--- src/rtl/bdc_ram.sv ---
module bdc_ram #(
	parameter int WIDTH = 8,
	parameter int DEPTH = 16
) (
	input  logic                     clk,
	input  logic                     we,
	input  logic [$clog2(DEPTH)-1:0] waddr,
	input  logic [WIDTH-1:0]         wdata,
	input  logic                     re,
	input  logic [$clog2(DEPTH)-1:0] raddr,
	output logic [WIDTH-1:0]         rdata
);
	logic [WIDTH-1:0] mem_q [DEPTH];

	always_ff @(posedge clk) begin
		if (we) begin
			mem_q[waddr] <= wdata;
		end
		if (re) begin
			rdata <= mem_q[raddr];
		end
	end
endmodule

--- config.mk ---
export PLATFORM = sky130hd
export DESIGN_NAME = bdc_ram
export DESIGN_NICKNAME = d
export VERILOG_FILES = /design/src/rtl/bdc_ram.sv
export SDC_FILE = /design/constraint.sdc
export NUM_CORES = 1
export LEC_CHECK = 0
export BUFFER_PORTS_ARGS = -buffer_cell sky130_fd_sc_hd__buf_2
export CAP_MARGIN = 10
export CORE_MARGIN = 3
export CORE_UTILIZATION = 60
export DETAILED_ROUTE_END_ITERATION = 10
export GPL_ROUTABILITY_DRIVEN = 0
export PLACE_DENSITY = 0.87
export SETUP_SLACK_MARGIN = 0.3
export SYNTH_ARGS = -nofsm -noshare
export SYNTH_HDL_FRONTEND = slang
export SYNTH_SLANG_ARGS = --single-unit
--- constraint.sdc ---
create_clock -name clk -period 2.8 [get_ports clk]
set_input_delay 0.84 -clock clk [delete_from_list [all_inputs] [get_ports clk]]
set_output_delay 0.84 -clock clk [all_outputs]
set_load 0.05 [all_outputs]
==> key figures <==
Timing
  – RSZ-0062 raised after global routing: no
  – Tmin final: 1.997 ns
  – Tightest Pin Transition: 0.8251 ns
  – Final setup fails: 0
  – Final Max Slew Viols: 0
  – Final Hold Vio Count: 0
  – Clock Skew: 0.009966 ns
  – Final Cycle Share: 71.32%
  – Setup TNS: 0 ns
  – FMAX: 0.5007 GHz
  – Slew margin rel.: 44.79%

Drt
  – DR vias: 2663
  – Wirelength per Cell: 27.02 um
  – Routed WL: 10810 um
  – 1st-iter DRT viols: 270
  – Final ANT Viol Nets: 0
  – Post-DR vias/cell: 6.658
  – TritonRoute pass-1 iters: 5
  – Residual DRC: 0

Synth
  – Syn Nets: 248
  – Synth area leaders: edfxtp_1 (78%), mux4_2 (7.8%), mux4_1 (7.0%)
  – Synth Instances: 229
  – Yosys top cell by area: edfxtp_1
  – Share of the synthesized area in the top cell type: 78.12%
  – #FFs+latches synth: 136
  – Synth warn: 0
  – Sequential share of the synthesized area: 78.12%
  – Synthesized area: 5228 sq um
  – Syn Area/Cell: 22.83 sq um
  – Cell variety after synth: 18

Power and ir drop
  – Cell Pwr Density: 797.0 nW/um^2
  – Cell leakage power: 0.002127 uW
  – VDD IR max: 632.2 uV

Worst setup path
  – CP Capture Type: output pin
  – CP delay by family, top: flip-flops
  – Worst r2r src: mem_q[9][2]$_DFFE_PP_
  – Worst path required time: 1.96 ns
  – CP Cell Sequence: buf_2
  – Worst-path fanout max: 1
  – Stages on worst setup path: 1
  – Critical Path AT: 1.16 ns
  – RR Endpoint: rdata[2]$_DFFE_PP_
  – Register-to-Register Setup Slack: 1.19 ns
  – Critical path's slowest cell: edfxtp_1
  – WS Path Type: reg -> out
  – Register-to-Register Path Depth: 3
  – CP Launch Type: flop
  – Max stage delay on crit path: 0.41 ns
  – Worst Setup EP: rdata[7]
  – CP bufs+invs: 1
  – CP startpoint: rdata[7]$_DFFE_PP_

Outcome
  – Outcome: complete, no violations

Cells and area
  – Ant. Diodes: 0
  – # fillers: 452
  – Most frequent cells in the layout: edfxtp_1 (136), buf_2 (26), mux4_2 (18)
  – Area Overhead vs Synth: 18.88%
  – Most common cell after layout, fill and taps aside: edfxtp_1
  – Non-filler cells, final: 400
  – Share of layout cells above drive strength 1: 31.86%
  – Total Nets Final: 302

Floorplanning
  – Initial Utilization: 62.68%
  – Num ports: 27
  – Die W: 99.34 um
  – Die area: 9868 sq um
  – Row count: 33
  – Die H: 99.34 um
  – Core Region: 8341 sq um

Hold path
  – Hold path cells: 1
  – Hold Path Class: in -> reg
  – Hold Startpoint: re

Clock network
  – # clock sinks: 136
  – Post_cts resized: 0
  – CTS hold repair buffers: 0
  – Max clock buf depth: 2
  – Clk_lat worst skew: 0.52 ns
  – Clock-pin slew on the worst setup and hold paths: 0.06 ns
  – Htree depth: 4
  – CTS root buf: clkbuf_8
  – Cts bufs inserted: 17
  – CTS tree: done
  – Post-CTS Setup Inserts: 0

Global route
  – Initial antenna violation count: 0
  – Vias in the first global route: 2704
  – GRT Overall Usage: 23.80%
  – Largest net degree at the start of global routing: 33
  – Final global-route overflow total: 0
  – First-pass GRT wire length: 16330 um

Place
  – Port Buffer Count: 26
  – Placed Cells incl. Taps: 369
  – Dpl hpwl: 6402 um

Flow run
  – Max-cap violations: 0
-- registers in the layout, indices dropped and copies added, names as in the netlist --
signal,cells
mem_q,128
rdata,8
-- cell families (layout without fill, tap and decap cells) --
| kind of cell | after synthesis | count (layout) | synth area share, % |
|---|---|---|---|
| compound gates | 16 | 16 | 2.298 |
| buf+inv | 10 | 76 | 1.651 |
| flops | 136 | 136 | 78.12 |
| mux | 32 | 32 | 14.79 |
| simple gates | 35 | 35 | 3.136 |
-- worst min path at each step --
stage	endpoint	slack, ns
floorplan	rdata[0]$_DFFE_PP_	0.70
global placement	rdata[1]$_DFFE_PP_	0.72
detailed placement	rdata[1]$_DFFE_PP_	0.74
CTS	rdata[5]$_DFFE_PP_	0.67
global route	rdata[5]$_DFFE_PP_	0.67
finish	rdata[5]$_DFFE_PP_	0.69
-- power breakdown --
group	total [uW]	switching (uW)	leakage, uW	internal, uW
clock	2400	788	0.000307	1610
combinational	245	156	0.000584	89.1
sequential	2310	14.1	0.00124	2290
-- cell usage after synthesis (all sizes together) --
| library cell | count |
|---|---|
| nand2b | 2 |
| and2b | 1 |
| mux4 | 32 |
| and2 | 1 |
| nand2 | 9 |
| nand3b | 2 |
| buf | 7 |
| nor2b | 1 |
| nand3 | 1 |
| edfxtp | 136 |
| a22oi | 16 |
| nor3 | 4 |
| or3b | 1 |
| clkdlybuf4s25 | 3 |
| nor2 | 13 |
-- worst register-to-register path, delay by kind of cell (launching register included) --
kind,cells,cell delay (ns)
compound gates,1,0.25
flops,1,0.41
mux,1,0.58
simple gates,1,0.11
-- area by class of cell --
type                            instances  area, sq um  area share, %
Timing Repair Buffer                   45        297.8          4.792
Sequential cell                       136         4084          65.71
Tap cell                              105        131.4          2.114
Clock buffer                           17        414.1          6.664
Multi-Input combinational cell         83         1057          17.01
Clock inverter                         14        230.2          3.704
-- stage by stage --
step                      power, uW  cell area (sq um)  util (%)  hold WS (ns)  setup slack, ns
after floorplan                2496               5228         -        0.7048           0.4671
after global placement         2577               5570     66.79        0.7227           0.3875
after detailed placement       2590               5570     66.79        0.7403           0.3257
after CTS                      4985               6215     74.51        0.6695           0.7445
after global routing           5082               6215     74.51        0.6733           0.7573
final                          4953               6215     74.51        0.6917           0.8029
-- layer usage --
layer	part of all wire [%]	track usage (%)	vias up
met1	39	32.90	1358
met3	9.6	7.433	23
met5	0	0	-
met2	49	35.28	184
met4	2.4	11.24	0
li1	-	-	1098
Note: power is estimated with default switching activity, not from simulation.
